$ cat config.mk
export PLATFORM = sky130hd
export DESIGN_NAME = phm_front
export DESIGN_NICKNAME = d
export VERILOG_FILES = /design/src/rtl/phm_pkg.sv /design/src/rtl/phm_front.sv
export SDC_FILE = /design/constraint.sdc
export NUM_CORES = 1
export LEC_CHECK = 0
export BUFFER_PORTS_ARGS = -buffer_cell sky130_fd_sc_hd__buf_2
export CAP_MARGIN = 25
export CORE_MARGIN = 5
export CORE_UTILIZATION = 45
export DETAILED_ROUTE_END_ITERATION = 16
export GPL_TIMING_DRIVEN = 0
export PLACE_DENSITY = 0.93
export RECOVER_POWER = 25
export REMOVE_ABC_BUFFERS = 1
export SYNTH_ARGS = -nofsm -noshare
export SYNTH_HDL_FRONTEND = slang
export SYNTH_SLANG_ARGS = --single-unit
$ cat constraint.sdc
create_clock -name vclk -period 2.3
set_input_delay 0.23 -clock vclk [all_inputs]
set_output_delay 0.23 -clock vclk [all_outputs]
set_load 0.01 [all_outputs]
$ cat src/rtl/phm_pkg.sv
// ----------------------------------------------------------------------------
// phm_pkg
// Shared types and constants of the pixel histogram with min and max tracking.
// ----------------------------------------------------------------------------
package phm_pkg;

  localparam int SYMBOL_BITS_DEF = 16;
  localparam int COUNT_BITS_DEF  = 32;
  localparam int QUEUE_DEPTH     = 2;

  localparam int OP_W       = 2;
  localparam int LEN_W      = 5;
  localparam int PIX_W      = 16;
  localparam int CNT_OUT_W  = 32;
  localparam int CFG_IDX_W  = 2;
  localparam int CFG_DATA_W = 5;
  localparam int IN_DATA_W  = 2 * PIX_W;
  localparam int OUT_DATA_W = 112;
  localparam int OUT_PAD_W  = OUT_DATA_W - (2 * CNT_OUT_W + 2 * PIX_W + 2 * LEN_W + 1);

  localparam logic [CFG_IDX_W-1:0] CFG_IDX_MASK_MODE = 2'd0;
  localparam logic [CFG_IDX_W-1:0] CFG_IDX_BITS_STOR = 2'd1;
  localparam logic [CFG_IDX_W-1:0] CFG_IDX_BITS_ALLC = 2'd2;

  typedef enum logic [OP_W-1:0] {
    OP_COUNT = 2'd0,
    OP_READ  = 2'd1,
    OP_CLEAR = 2'd2,
    OP_NOP   = 2'd3
  } opcode_e;

  typedef enum logic [1:0] {
    MODE_STORED = 2'd0,
    MODE_ALLOC  = 2'd1,
    MODE_HIGH   = 2'd2
  } mask_mode_e;

  // effective widths, already folded into 1..SYMBOL_BITS
  typedef struct packed {
    logic [1:0]       mode;
    logic [LEN_W-1:0] stored;
    logic [LEN_W-1:0] alloc;
  } cfg_t;

endpackage

$ cat src/rtl/phm_front.sv
// ----------------------------------------------------------------------------
// phm_front
// Accepts input beats, masks the sample per mask mode and queues op plus bin.
// ----------------------------------------------------------------------------
module phm_front
  import phm_pkg::*;
#(
  parameter int SYMBOL_BITS = SYMBOL_BITS_DEF
) (
  input  logic                          s_tvalid_i,
  output logic                          s_tready_o,
  input  logic [IN_DATA_W-1:0]          s_tdata_i,
  input  logic [OP_W-1:0]               s_tuser_i,
  input  cfg_t                          cfg_i,
  input  logic                          q_full_i,
  input  logic                          init_busy_i,
  output logic                          push_o,
  output logic [OP_W+SYMBOL_BITS-1:0]   push_data_o
);

  logic [SYMBOL_BITS-1:0] stored_ones;
  logic [SYMBOL_BITS-1:0] alloc_ones;
  logic [SYMBOL_BITS-1:0] mask;
  logic [SYMBOL_BITS-1:0] sym;
  logic [PIX_W-1:0]       pixel;
  logic [PIX_W-1:0]       bin_index;

  assign pixel     = s_tdata_i[PIX_W-1:0];
  assign bin_index = s_tdata_i[2*PIX_W-1:PIX_W];

  always_comb begin
    for (int i = 0; i < SYMBOL_BITS; i++) begin
      stored_ones[i] = (LEN_W'(i) < cfg_i.stored);
      alloc_ones[i]  = (LEN_W'(i) < cfg_i.alloc);
    end
    case (cfg_i.mode)
      MODE_ALLOC: mask = alloc_ones;
      MODE_HIGH:  mask = alloc_ones & ~stored_ones;
      default:    mask = stored_ones;
    endcase
    // a read carries its bin index through the same slot
    if (s_tuser_i == OP_READ) begin
      sym = bin_index[SYMBOL_BITS-1:0];
    end else begin
      sym = pixel[SYMBOL_BITS-1:0] & mask;
    end
  end

  assign s_tready_o  = !q_full_i && !init_busy_i;
  assign push_o      = s_tvalid_i && s_tready_o;
  assign push_data_o = {s_tuser_i, sym};

endmodule

==> impl_table.tex <==
\begin{tabular}{lr}
\hline
Metric & Value \\
\hline
\multicolumn{2}{l}{\textbf{Run status}} \\
\quad Status & finished, final reports clean \\
\multicolumn{2}{l}{\textbf{Detailed routing}} \\
\quad Average detailed-routed wire length per instance & 13.09 microns \\
\quad Total via count in the routed design & 1318 \\
\quad Drt drc & 0 \\
\quad Number of nets with antenna violations after routing & 0 \\
\quad First-pass iteration count of the detailed router & 4 \\
\quad Ratio of routed vias to standard cells & 5.706 \\
\quad Drt initial violations & 25 \\
\quad Final routed wirelength across all metal layers & 3024 microns \\
\multicolumn{2}{l}{\textbf{Power}} \\
\quad Power density over the cells & 217.7 nW/um\^{}2 \\
\quad Worst-case vdd ir drop & 0.0001145 V \\
\quad Static Leakage & 0.5549 nW \\
\multicolumn{2}{l}{\textbf{Floorplan}} \\
\quad Die H & 54.12 microns \\
\quad Core Rows & 16 \\
\quad Starting density of the core & 46.05\% \\
\quad CORE AREA & 1902 sq um \\
\quad Die Wd & 54.12 microns \\
\quad Die area & 2928 sq um \\
\quad Ports & 69 \\
\multicolumn{2}{l}{\textbf{Critical path}} \\
\quad Setup crit end kind & output pin \\
\quad CP Capture Point & push\_data\_o[1] \\
\quad Number of buffers and inverters on the critical path & 3 \\
\quad Worst path cell trace & buf\_2 > inv\_1 > ha\_2 > nor2b\_1 > nand2\_2 > o311ai\_0 > o21ai\_1 > buf\_2 \\
\quad Required time of the critical path & 2.07 ns \\
\quad Data arrival at the endpoint of the critical path & 1.91 ns \\
\quad Category of the critical setup timing path & in2out \\
\quad Maximum single-stage delay on the critical path & 0.55 ns \\
\quad Max stage delay cell, worst path & sky130\_fd\_sc\_hd\_\_ha\_2 \\
\quad Largest fanout on the critical path & 22 \\
\quad Kind of cell adding the most delay to the critical path & adder cells \\
\quad Launch point of the worst path & cfg\_i[10] \\
\quad Critical Path Stages & 8 \\
\quad Cell with the most instances on the worst path & sky130\_fd\_sc\_hd\_\_buf\_2 \\
\quad Category of the worst setup path launch point & input pin \\
\multicolumn{2}{l}{\textbf{Job}} \\
\quad Max\_cap viols & 0 \\
\multicolumn{2}{l}{\textbf{Layout}} \\
\quad FFs \& Latches & 0 \\
\quad Number of clock buffers in the layout & 0 \\
\quad Core occupancy in the finished layout & 61.45\% \\
\quad Register Area & 0 sq um \\
\quad Antenna cells & 0 \\
\quad Area growth from synthesis to layout & 33.43\% \\
\quad Count of nets after finishing & 257 \\
\quad Fraction of final layout cells sized beyond drive strength 1 & 36.27\% \\
\quad Fin cells & 231 \\
\multicolumn{2}{l}{\textbf{GRT}} \\
\quad Grt ovf & 0 \\
\quad Overall routing resource usage & 19.68\% \\
\quad Maximum number of pins on one net before global-route repair & 23 \\
\quad First-pass GRT wire length & 4554 microns \\
\quad Via count of the first global-routing pass & 1124 \\
\quad Number of antenna violations at the first check in global routing & 0 \\
\multicolumn{2}{l}{\textbf{Worst hold path}} \\
\quad Start point of the worst hold path & s\_tuser\_i[1] \\
\quad Class of the tightest hold or removal check & in2out \\
\multicolumn{2}{l}{\textbf{Synthesis}} \\
\quad Count of different cell masters after synthesis & 42 \\
\quad Compound-cell area share of the yosys netlist & 50.71\% \\
\quad Instance count of the mapped netlist & 148 \\
\quad Synthesized-area fraction occupied by adder cells & 2.857\% \\
\quad Ys Warns & 0 \\
\quad Average cell area after synthesis & 5.918 sq um \\
\quad Xor and xnor fraction of the mapped netlist area & 0\% \\
\quad Cell area after synthesis & 875.8 sq um \\
\quad Dominant combinational cell family by area after synthesis & compound AO/OA/AOI/OAI gates \\
\quad Simple logic cell fraction of the synthesized area & 33.00\% \\
\quad Sequential cell area fraction in the yosys report & 0\% \\
\quad Multiplexer share of the synthesized area & 1.143\% \\
\multicolumn{2}{l}{\textbf{Placement}} \\
\quad Placed insts & 231 \\
\quad HPWL after detailed placement & 2402 microns \\
\quad Final RePlAce weighted congestion & 0.8856 \\
\quad Number of port buffers & 69 \\
\quad Pre-CTS WS & 0.01032 ns \\
\multicolumn{2}{l}{\textbf{Timing}} \\
\quad Max transition margin & 53.26\% \\
\quad Part of the cycle the worst path needs & 92.85\% \\
\quad Worst Tran Pin Value & 0.6997 ns \\
\quad Fin crit period & 2.136 ns \\
\quad Final-report hold violation count & 0 \\
\quad F\_max & 468.3 MHz \\
\quad Final-report setup violation count & 0 \\
\quad Worst Setup Slack, final & 0.1645 ns \\
\quad Unrepaired setup endpoints after global routing & no \\
\quad Final slew viol count & 0 \\
\multicolumn{2}{l}{\textbf{Clock network}} \\
\quad Hold-fix buffers, CTS & 0 \\
\hline
\end{tabular}
## layout by cell type, fill, tap and decap left out, drive strengths merged, types with 3 or more instances in the layout
| master | synthesis | final |
|---|---|---|
| o31ai | 4 | 4 |
| nand3 | 5 | 5 |
| clkbuf | 2 | 4 |
| buf | 12 | 66 |
| a21oi | 20 | 20 |
| nor3 | 3 | 3 |
| inv | 5 | 5 |
| o211ai | 7 | 7 |
| nand2b | 4 | 4 |
| nand2 | 26 | 26 |
| o21ai | 17 | 17 |
| nor2 | 7 | 7 |
| nor2b | 4 | 4 |
| a31oi | 6 | 6 |
## cell usage after synthesis (2+ instances only)
master	number	area (sq um)
sky130_fd_sc_hd__inv_1	5	18.77
sky130_fd_sc_hd__and3_1	2	12.51
sky130_fd_sc_hd__nor2_1	7	26.28
sky130_fd_sc_hd__nor3_1	2	10.01
sky130_fd_sc_hd__a21oi_1	19	95.09
sky130_fd_sc_hd__o21ai_1	2	10.01
sky130_fd_sc_hd__o31ai_1	4	30.03
sky130_fd_sc_hd__a22oi_1	2	15.01
sky130_fd_sc_hd__o21bai_1	2	15.01
sky130_fd_sc_hd__ha_1	2	25.02
sky130_fd_sc_hd__buf_4	6	45.04
sky130_fd_sc_hd__o21a_1	2	15.01
sky130_fd_sc_hd__buf_2	5	25.02
sky130_fd_sc_hd__nor2b_1	4	25.02
sky130_fd_sc_hd__o21ai_0	14	70.07
sky130_fd_sc_hd__clkbuf_1	2	7.510
sky130_fd_sc_hd__o211ai_1	7	52.55
sky130_fd_sc_hd__nor4_1	2	12.51
sky130_fd_sc_hd__nand2b_1	3	18.77
sky130_fd_sc_hd__nand3_1	5	25.02
sky130_fd_sc_hd__nand2_1	25	93.84
sky130_fd_sc_hd__a31oi_1	6	37.54
## repair_timing
action                     CTS  global route
gates resized for setup      0             1
setup buffers                0             0
setup endpoints to repair    0             4
## metrics by stage
step	TNS [ns]	hold slack (ns)	area, sq um	total power [mW]
floorplan	0	0.4600	787.0	0.1348
global placement	-0.05292	0.6689	1166	0.2480
detailed placement	0	0.6746	1177	0.2537
CTS	0	0.6753	1177	0.2547
global route	0	0.7011	1169	0.2814
finish	0	0.6860	1169	0.2544
## metal layers
layer	up-vias	wire length (microns)	GRT usage (%)
li1	664	-	-
met1	591	1319	26.58
met2	61	1369	34.88
met3	2	327	1.662
met4	0	8	1.660
met5	-	0	0
## cells by family (layout without fill, tap and decap cells)
kind of cell	count (synthesis)	after routing
AO/OA/AOI/OAI	69	69
AND/OR/NAND/NOR	57	57
buffers and inverters	19	75
adder cells (fa/ha/maj)	2	2
multiplexers	1	1
## power by group
group,leakage [nW],switching [mW],internal (mW),total (mW)
sequential,0,0,0,0
combinational,0.555,0.145,0.109,0.254
clock,0,0,0,0
## final cells by class
class,instances,area (sq um)
Timing Repair Buffer,70,345.3
Multi-Input combinational cell,129,770.7
Fill cell,199,733.2
Inverter,5,18.77
Tap cell,27,33.78
## worst min-delay path by stage
| stage | end | slack, ns | cells after the start |
|---|---|---|---|
| after floorplan | push_data_o[16] | 0.46 | 0 |
| final | push_data_o[17] | 0.69 | 2 |
| after detailed placement | push_data_o[17] | 0.67 | 2 |
| after global placement | push_data_o[17] | 0.67 | 2 |
| after CTS | push_data_o[17] | 0.68 | 2 |
| after global routing | push_data_o[16] | 0.70 | 2 |
Power figures use the tool's default switching activity.
