File: src/rtl/phm_pkg.sv
// ----------------------------------------------------------------------------
// phm_pkg
// Shared types and constants of the pixel histogram with min and max tracking.
// ----------------------------------------------------------------------------
package phm_pkg;

  localparam int SYMBOL_BITS_DEF = 16;
  localparam int COUNT_BITS_DEF  = 32;
  localparam int QUEUE_DEPTH     = 2;

  localparam int OP_W       = 2;
  localparam int LEN_W      = 5;
  localparam int PIX_W      = 16;
  localparam int CNT_OUT_W  = 32;
  localparam int CFG_IDX_W  = 2;
  localparam int CFG_DATA_W = 5;
  localparam int IN_DATA_W  = 2 * PIX_W;
  localparam int OUT_DATA_W = 112;
  localparam int OUT_PAD_W  = OUT_DATA_W - (2 * CNT_OUT_W + 2 * PIX_W + 2 * LEN_W + 1);

  localparam logic [CFG_IDX_W-1:0] CFG_IDX_MASK_MODE = 2'd0;
  localparam logic [CFG_IDX_W-1:0] CFG_IDX_BITS_STOR = 2'd1;
  localparam logic [CFG_IDX_W-1:0] CFG_IDX_BITS_ALLC = 2'd2;

  typedef enum logic [OP_W-1:0] {
    OP_COUNT = 2'd0,
    OP_READ  = 2'd1,
    OP_CLEAR = 2'd2,
    OP_NOP   = 2'd3
  } opcode_e;

  typedef enum logic [1:0] {
    MODE_STORED = 2'd0,
    MODE_ALLOC  = 2'd1,
    MODE_HIGH   = 2'd2
  } mask_mode_e;

  // effective widths, already folded into 1..SYMBOL_BITS
  typedef struct packed {
    logic [1:0]       mode;
    logic [LEN_W-1:0] stored;
    logic [LEN_W-1:0] alloc;
  } cfg_t;

endpackage

File: src/rtl/phm_queue.sv
// ----------------------------------------------------------------------------
// phm_queue
// Small register fifo between the classifying front and the histogram back.
// ----------------------------------------------------------------------------
module phm_queue
  import phm_pkg::*;
#(
  parameter int WIDTH = OP_W + SYMBOL_BITS_DEF
) (
  input  logic             clk_i,
  input  logic             rst_ni,
  input  logic             push_i,
  input  logic [WIDTH-1:0] push_data_i,
  output logic             full_o,
  input  logic             pop_i,
  output logic             empty_o,
  output logic [WIDTH-1:0] head_o
);

  localparam int PtrW = (QUEUE_DEPTH > 1) ? $clog2(QUEUE_DEPTH) : 1;
  localparam int CntW = $clog2(QUEUE_DEPTH + 1);
  localparam logic [CntW-1:0] DepthC = CntW'(QUEUE_DEPTH);
  localparam logic [PtrW-1:0] LastC  = PtrW'(QUEUE_DEPTH - 1);

  logic [WIDTH-1:0] entry_q [QUEUE_DEPTH];
  logic [PtrW-1:0]  wr_ptr_q, wr_ptr_d;
  logic [PtrW-1:0]  rd_ptr_q, rd_ptr_d;
  logic [CntW-1:0]  count_q, count_d;

  assign full_o  = (count_q == DepthC);
  assign empty_o = (count_q == '0);
  assign head_o  = entry_q[rd_ptr_q];

  always_comb begin
    wr_ptr_d = wr_ptr_q;
    rd_ptr_d = rd_ptr_q;
    count_d  = count_q;
    if (push_i) begin
      wr_ptr_d = (wr_ptr_q == LastC) ? '0 : wr_ptr_q + 1'b1;
    end
    if (pop_i) begin
      rd_ptr_d = (rd_ptr_q == LastC) ? '0 : rd_ptr_q + 1'b1;
    end
    if (push_i && !pop_i) begin
      count_d = count_q + 1'b1;
    end else if (pop_i && !push_i) begin
      count_d = count_q - 1'b1;
    end
  end

  always_ff @(posedge clk_i or negedge rst_ni) begin
    if (!rst_ni) begin
      wr_ptr_q <= '0;
      rd_ptr_q <= '0;
      count_q  <= '0;
    end else begin
      wr_ptr_q <= wr_ptr_d;
      rd_ptr_q <= rd_ptr_d;
      count_q  <= count_d;
    end
  end

  always_ff @(posedge clk_i) begin
    if (push_i) begin
      entry_q[wr_ptr_q] <= push_data_i;
    end
  end

endmodule

File: config.mk
export PLATFORM = sky130hd
export DESIGN_NAME = phm_queue
export DESIGN_NICKNAME = d
export VERILOG_FILES = /design/src/rtl/phm_pkg.sv /design/src/rtl/phm_queue.sv
export SDC_FILE = /design/constraint.sdc
export NUM_CORES = 1
export LEC_CHECK = 0
export BUFFER_PORTS_ARGS = -buffer_cell sky130_fd_sc_hd__buf_2
export CAP_MARGIN = 25
export CELL_PAD_IN_SITES_DETAIL_PLACEMENT = 0
export CELL_PAD_IN_SITES_GLOBAL_PLACEMENT = 1
export CORE_MARGIN = 5
export CORE_UTILIZATION = 42
export DETAILED_ROUTE_END_ITERATION = 16
export PLACE_DENSITY_LB_ADDON = 0.1
export SLEW_MARGIN = 20
export SYNTH_ARGS = -nofsm -noshare
export SYNTH_HDL_FRONTEND = slang
export SYNTH_SLANG_ARGS = --single-unit
File: constraint.sdc
create_clock -name clk_i -period 2.12 [get_ports clk_i]
set_clock_uncertainty 0.15 [all_clocks]
set_input_delay 0.106 -clock clk_i [delete_from_list [all_inputs] [get_ports clk_i]]
set_output_delay 0.106 -clock clk_i [all_outputs]
set_load 0.01 [all_outputs]
==> results of run 1 <==
==> layout make-up <==
type | instances | area (sq um)
flip-flops and latches | 40 | 1180
inverters | 1 | 3.75
fillers | 306 | 1510
clock buffers | 7 | 76.3
repair buffers | 67 | 453
multi-input cells | 29 | 322
clock inverters | 1 | 3.75
well taps | 48 | 60.1
==> cells by family after synthesis <==
group	count (synthesis)	share of synthesized area (%)
flops	40	76.9
simple gates	5	1.71
buf+inv	3	2.28
fa+ha+maj	1	0.815
mux	18	15.4
xor+xnor	5	2.85
==> power breakdown <==
part	internal, uW	total (uW)	switching (uW)
sequential	1060	1140	87.5
combinational	427	779	352
clock	229	453	224
total	1710	2380	664
==> metal layers <==
| metal | global-route usage [%] | part of all wire [%] | vias to the layer above |
|---|---|---|---|
| li1 | - | - | 414 |
| met1 | 12.9 | 40 | 396 |
| met2 | 19.5 | 51 | 26 |
| met3 | 5.47 | 8.2 | 2 |
| met4 | 3.19 | 0.67 | 0 |
| met5 | 0 | 0 | - |
==> registers in the layout (all words and copies together) (netlist names) <==
name and count:
rd_ptr_q 1, entry_q 36, count_q 2, wr_ptr_q 1
==> what timing repair did <==
item	CTS	global route
endpoints found under the hold margin	42	0
gates resized for setup	0	0
hold buffers	21	0
==> cells in the mapped netlist <==
master    number
edfxtp_1      36
mux2_2         9
mux2_4         9
dfrtp_1        4
xor2_1         4
nor2_1         2
nor2b_1        2
and2_1         1
buf_12         1
buf_6          1
ha_1           1
inv_1          1
xnor2_1        1
==> per-stage QoR <==
step	instances	hold WS (ns)	instance area [sq um]	worst slack, ns	utilization (%)
after global routing	193	0.0211	2100	0.246	58.2
after global placement	164	-0.229	1810	0.619	50.2
after CTS	193	0.00563	2100	0.312	58.2
final	193	0.0104	2100	0.345	58.2
after detailed placement	164	-0.219	1810	0.587	50.2
after floorplan	72	-0.340	1540	0.349	-
==> path summary, 6_finish.rpt <==
path | startpoint | endpoint | slack, ns | depth (start not counted)
setup / recovery | rd_ptr_q$_DFFE_PN0P_ | head_o[9] | 0.34 | 3
hold / removal | rst_ni | count_q[1]$_DFFE_PN0P_ | 0.01 | 2
setup reg to reg | wr_ptr_q$_DFFE_PN0P_ | entry_q[1][12]$_DFFE_PP_ | 0.62 | 2
hold reg to reg | count_q[1]$_DFFE_PN0P_ | count_q[1]$_DFFE_PN0P_ | 0.35 | 1
max in group asynchronous | rst_ni | wr_ptr_q$_DFFE_PN0P_ | 1.68 | 2
min in group clk_i | count_q[1]$_DFFE_PN0P_ | count_q[1]$_DFFE_PN0P_ | 0.35 | 1
==> results, run 1 <==
- The top cell type by area accounts for 70.4% of the synthesized area.
- Wires add up to 2530 um.
- After layout, the worst path uses 83.7% of the clock period.
- The top cell types in the final layout, fill and taps aside, are buf_2 (41), edfxtp_1 (36), dlygate4sd3_1 (21), mux2_4 (9), mux2_2 (9).
- The library cell used most frequently in the layout, excluding fill and tap cells, is buf_2.
- Summed over all failing endpoints, the final setup total negative slack is 0 ns.
- The vertical die dimension is 70.5 um.
- The synthesized design spends more area on one cell type than any other, namely edfxtp_1.
- The largest voltage drop on the vdd net is slightly above 0.6 mV.
- The standby leakage power is between 0.0008 and 0.0009 uW.
- The final max-slew violation count came to 0.
- Dividing the detail-routed wire length by the instance count gives 13.1 um.
- The Yosys step of the flow raised 0 warnings.
- Synthesis produced a netlist whose cell count is 72.
- The cell with the largest stage delay on the worst path is dfrtp_1.
- After clock tree synthesis, the clock-pin slew on the worst setup and hold paths is 0.07 ns.
- Once detail routing completed, the nets flagged for antenna violations numbered 0.
- The area growth from synthesis to layout is 36.8%.
- The number of endpoints failing setup at the final stage is 0.
- The sequential fraction of the synthesis area is 76.9%.
- After synthesis, the cell types taking the most area are edfxtp_1 (70%), mux2_4 (8.8%), mux2_2 (6.6%), dfrtp_1 (6.5%), xor2_1 (2.3%).
- The post-synthesis cell area is 0.00154 sq mm.
- After synthesis the netlist holds a flip-flop and latch count of 40.
- The clock net in this run drives a total of 40 sinks.
- The full die area is 0.00496 sq mm.
- The design draws 2380 uW.
- The floorplan step set the die width to about 70 um.
- In the final design database the tool counted 167 nets.
- The via total after detailed routing is 838.
- The post-route DRC violation count is 0.
- The remaining max-slew budget at the tightest pin is 75.7%.
- Counting distinct cell types in the post-synthesis netlist gives 13.
- The count of boundary I/O pins is 42.
- The number of buffers on the longest clock path is 2.
- The first detailed-routing pass took 4 iterations.
- The critical path is of the flip-flop to primary output type.
- Across every metal layer, demand over resource in global routing totals 11.5%.
- Row generation in the floorplan step produced 22 rows.
- The number of global-route vias before repair is roughly 970.
- Dividing the detail-routed via count by the number of cells gives between 4 and 5.
- The worst setup path is captured at a primary output.
- The maximum fanout along the worst path is 7.
- The delay of the slowest cell on the worst path is 0.53 ns.
- The number of antenna violations at the first check in global routing is 0.
- The critical path startpoint category is a flip-flop.
- The total of buffers placed on input and output ports is 41.
- The min-delay analysis places its worst path in the category primary input to asynchronous set/reset pin.
- Walking the worst path, the cells encountered are buf_4 > mux2_2 > buf_2.
- Setup repair after global routing left no endpoint under its margin.
- The count of final hold-check violations is 0.
- The worst-skew pair later-pin latency is 0.27 ns.
- Derived from the worst setup path, the maximum achievable clock frequency is 563 MHz.
- The floorplan step defined a core boundary enclosing around 0.0036 sq mm.
- CTS placed an instance of clkbuf_8 at the clock tree root.
- The data required time at the worst endpoint is approximately 1.9 ns.
- The number of maximum-capacitance constraint violations is 0.
- The worst path arrival time is 1.52 ns.
- Entering global routing, the biggest net connects 12 pins.
- Counting both buffers and inverters, the worst setup path holds a total of 2.
- For the pin with the worst max-slew slack, the measured transition is 0.364 ns.
- The detailed router finished its first iteration with 48 violations.
- The post-CTS setup buffer count is 0.
- Dividing total power by cell area gives a power density of 1130 mW/mm^2.
- The layout cell share with drive strength beyond 1 is 48.3%.
- The synthesized area divided by synthesized cell count is about 21 sq um.
- The antenna cell count is 0.
- The wire length of the first global-routing pass is about 4400 um.
- The run finished with clean final reports.
- The congestion estimate from routability-driven global placement came to ~0.63.
- The H-tree was split into 2 levels.
- The initial standard-cell utilization of the core is between 40% and 50%.
- The clock tree from TritonCTS is yes.
- The cell family contributing the most delay on the critical path is flip-flops.
- For this run the aggregate overflow at the end of global routing stands at 0.
- Synthesis produced a netlist with a net count of 95.
- TritonCTS created 5 clock buffers.
- The wire-length estimate of the detail-placed layout is 1820 um.
- Subtracting the final worst setup slack from the clock period gives 1.78 ns.
Power figures use the tool's default switching activity.
==> inputs of run 2 (changes only) <==
==> constraint.sdc (replaced) <==
create_clock -name clk_i -period 1.8 [get_ports clk_i]
set_clock_uncertainty 0.15 [all_clocks]
set_input_delay 0.09 -clock clk_i [delete_from_list [all_inputs] [get_ports clk_i]]
set_output_delay 0.09 -clock clk_i [all_outputs]
set_load 0.01 [all_outputs]
==> results, run 2 (synthesis results as in run 1) <==
- The number of global-route vias before repair is 902 (was 971).
- The worst path needs 1.54 ns of the cycle, external delays included.
- The termination of the worst setup path is head_o[12] (was head_o[9]).
- The data required time at the worst endpoint is 1.56 ns (was 1.86 ns).
- The total grt overflow is 0 (unchanged).
- The count of buffer and inverter cells on the critical path is 2 (unchanged).
- The kind of critical path is flip-flop to primary output (unchanged).
- The total negative slack is 0 ns (unchanged).
- Largest registers in the final layout: entry_q: 36 flops, count_q: 2 flops (unchanged).
- The commonest non-fill, non-tap cell in the layout was buf_2 (unchanged).
- The total number of cells along the worst setup path came to 3 (unchanged).
- The element type at the critical path end is a primary output (unchanged).
- The cell with the largest stage delay on the worst path is dfrtp_1 (unchanged).
- The count of final hold-check violations is 0 (unchanged).
- The total routing usage reported by global routing is 11.2% (was 11.5%).
- The worst-skew pair later-pin latency is 0.28 ns (was 0.27 ns).
- The delay of the slowest cell on the worst path is 0.34 ns (was 0.53 ns).
- The layer with the highest usage after global routing is met2 (unchanged).
- The final weighted congestion in routability-driven placement is 0.647 (was 0.628).
- Ordered cell list for the critical path: buf_4 > mux2_4 > buf_2 (was buf_4 > mux2_2 > buf_2).
- The slack of the worst reg-to-reg path is 0.45 ns (was 0.62 ns).
- The remaining max-slew budget at the tightest pin was 80.6% (was 75.7%).
- The post-route antenna net violation count is 0 (unchanged).
- The vertical die dimension came to 70.5 um (unchanged).
- The clock-pin slew on the worst setup and hold paths is 0.07 ns (about the same).
- The number of DRC markers in iteration 0 is 44 (was 48).
- The wire length per cell after detailed routing is 12.8 um (was 13.1 um).
- The routing usage on met2 is 18.8% (was 19.5%).
- The pin count of the biggest net entering global routing is 13 (was 12).
- The count of boundary I/O pins is 42 (unchanged).
- The post-synthesis to final-layout area growth is 38.1% (was 36.8%).
- The number of cells on the worst reg-to-reg path was 2 (unchanged).
- The maximum level of the CTS H-tree is 2 (unchanged).
- Commonest cells after routing, fill and taps aside: buf_2 (41), edfxtp_1 (36), dlygate4sd3_1 (22), mux2_4 (9), mux2_2 (9) (was buf_2 (41), edfxtp_1 (36), dlygate4sd3_1 (21), mux2_4 (9), mux2_2 (9)).
- The total of hold buffers inserted after clock tree synthesis is 22 (was 21).
- The worst-margin pin slew is 0.290 ns (was 0.364 ns).
- The final max-slew violation count is 0 (unchanged).
- The full die area came to 0.00496 sq mm (unchanged).
- The number of flip-flops in the largest register is 36 (unchanged).
- The top register by number of flip-flops is entry_q (unchanged).
- The launch point of the critical path was rd_ptr_q$_DFFE_PN0P_ (unchanged).
- The worst slack after detailed placement was 0.439 ns (was 0.587 ns).
- The number of clock buffers inserted by TritonCTS came to 5 (unchanged).
- Setup repair after global routing missed its margin: no (unchanged).
- The total power of the final layout is 2800 uW (was 2380 uW).
- The category of cells accounting for the largest share of critical-path delay is buffers and inverters (was flip-flops).
- The total wirelength of the detailed-routed design is 2500 um (was 2530 um).
- The number of buffers on the longest clock path is 2 (unchanged).
- The standby leakage power is 0.000870 uW (was 0.000855 uW).
- The largest voltage drop on the vdd net is 0.643 mV (was 0.618 mV).
- The ratio of total power to cell area was 1320 mW/mm^2 (was 1130 mW/mm^2).
- The critical register-to-register path endpoint was entry_q[0][16]$_DFFE_PP_ (was entry_q[1][12]$_DFFE_PP_).
- The worst path arrival time is 1.30 ns (was 1.52 ns).
- The fraction of met3 tracks used by global routing is 3.88% (was 5.47%).
- The post-CTS setup buffer count is 0 (unchanged).
- The met1 usage came to 12.5% (was 12.9%).
- The horizontal die dimension is 70.5 um (unchanged).
- The number of maximum-capacitance constraint violations is 0 (unchanged).
- The number of antenna violations at the first check in global routing is 0 (unchanged).
- The via total after detailed routing came to 852 (was 838).
- The critical path startpoint category is a flip-flop (unchanged).
- The initial standard-cell utilization of the core was 42.6% (unchanged).
- Status: completed (unchanged).
- The detailed-router iteration count before antenna repair was 2 (was 4).
- The sum of net half-perimeters after detailed placement is 1730 um (was 1820 um).
- The maximum fanout along the worst path came to 10 (was 7).
- The maximum operating frequency is around 650 MHz.
- The number of placement rows was 22 (unchanged).
- The number of sinks handled by clock tree synthesis is 40 (unchanged).
- The wire length of the first global-routing pass is 4210 um (was 4400 um).
- The number of endpoints failing setup at the final stage came to 0 (unchanged).
- The post-route DRC violation count is 0 (unchanged).
- The per-cell via count in the routed design was 4.37 (was 4.34).
- The antenna cell count is 0 (unchanged).
- The layout cell share with drive strength beyond 1 is 49.7% (was 48.3%).
- The class of the worst hold path is flip-flop to flip-flop (was primary input to asynchronous set/reset pin).
- Dividing the final minimum period by the clock period gives 85.8%.
- The area of the core is 0.00361 sq mm (unchanged).
- The net total in the final layout is 169 (was 167).
- The quantity of gates resized following cts was 0 (unchanged).
- The total of buffers placed on input and output ports is 41 (unchanged).
- The cell at the root of the clock tree is clkbuf_8 (unchanged).
- The startpoint of the worst-slack reg-to-reg timing path is wr_ptr_q$_DFFE_PN0P_ (unchanged).
- The clock tree from TritonCTS is yes (unchanged).
- The final worst setup slack came to 0.255 ns (was 0.345 ns).
run 2: cell count changes in the layout (fill, tap and decap cells not counted), sizes merged:
cell / change
clkbuf: -2
dlygate4sd3: +1
clkinv: +2
buf: +1
run 2: cell type report:
cell class / instances / area [sq um]
multi-input cells: 29 / 322
inverters: 1 / 3.75
fillers: 302 / 1490
clock inverters: 3 / 13.8
flip-flops and latches: 40 / 1180
clock buffers: 5 / 68.8
repair buffers: 69 / 470
well taps: 48 / 60.1
run 2: stage by stage:
stage	cells	hold slack, ns	util, %	cell area (sq um)
finish	195	0.346	58.8	2120
global route	195	0.377	58.8	2120
CTS	195	0.353	58.8	2120
detailed placement	165	-0.245	50.4	1820
global placement	165	-0.248	50.4	1820
floorplan	72	-0.356	-	1540
run 2: layer usage:
metal / vias to the layer above / part of all wire (%) / wire, um
li1: 417 / - / -
met1: 406 / 39 / 983
met2: 24 / 52 / 1300
met3: 5 / 6.6 / 165
met4: 0 / 2.1 / 52
met5: - / 0 / 0
run 2: worst min-delay path by stage:
stage / from / end / cells past startpoint
after CTS: count_q[1]$_DFFE_PN0P_ / count_q[1]$_DFFE_PN0P_ / 1
final: count_q[1]$_DFFE_PN0P_ / count_q[1]$_DFFE_PN0P_ / 1
after floorplan: rst_ni / count_q[0]$_DFFE_PN0P_ / 0
after global routing: push_data_i[8] / entry_q[1][8]$_DFFE_PP_ / 2
after detailed placement: rst_ni / count_q[1]$_DFFE_PN0P_ / 1
after global placement: rst_ni / count_q[1]$_DFFE_PN0P_ / 1
run 2: power breakdown:
group,switching (uW),internal (uW),leakage [uW],total (uW)
combinational,437,513,0.000440,950
clock,272,262,0.0000453,534
sequential,75.6,1240,0.000385,1320
total,784,2020,0.000870,2800
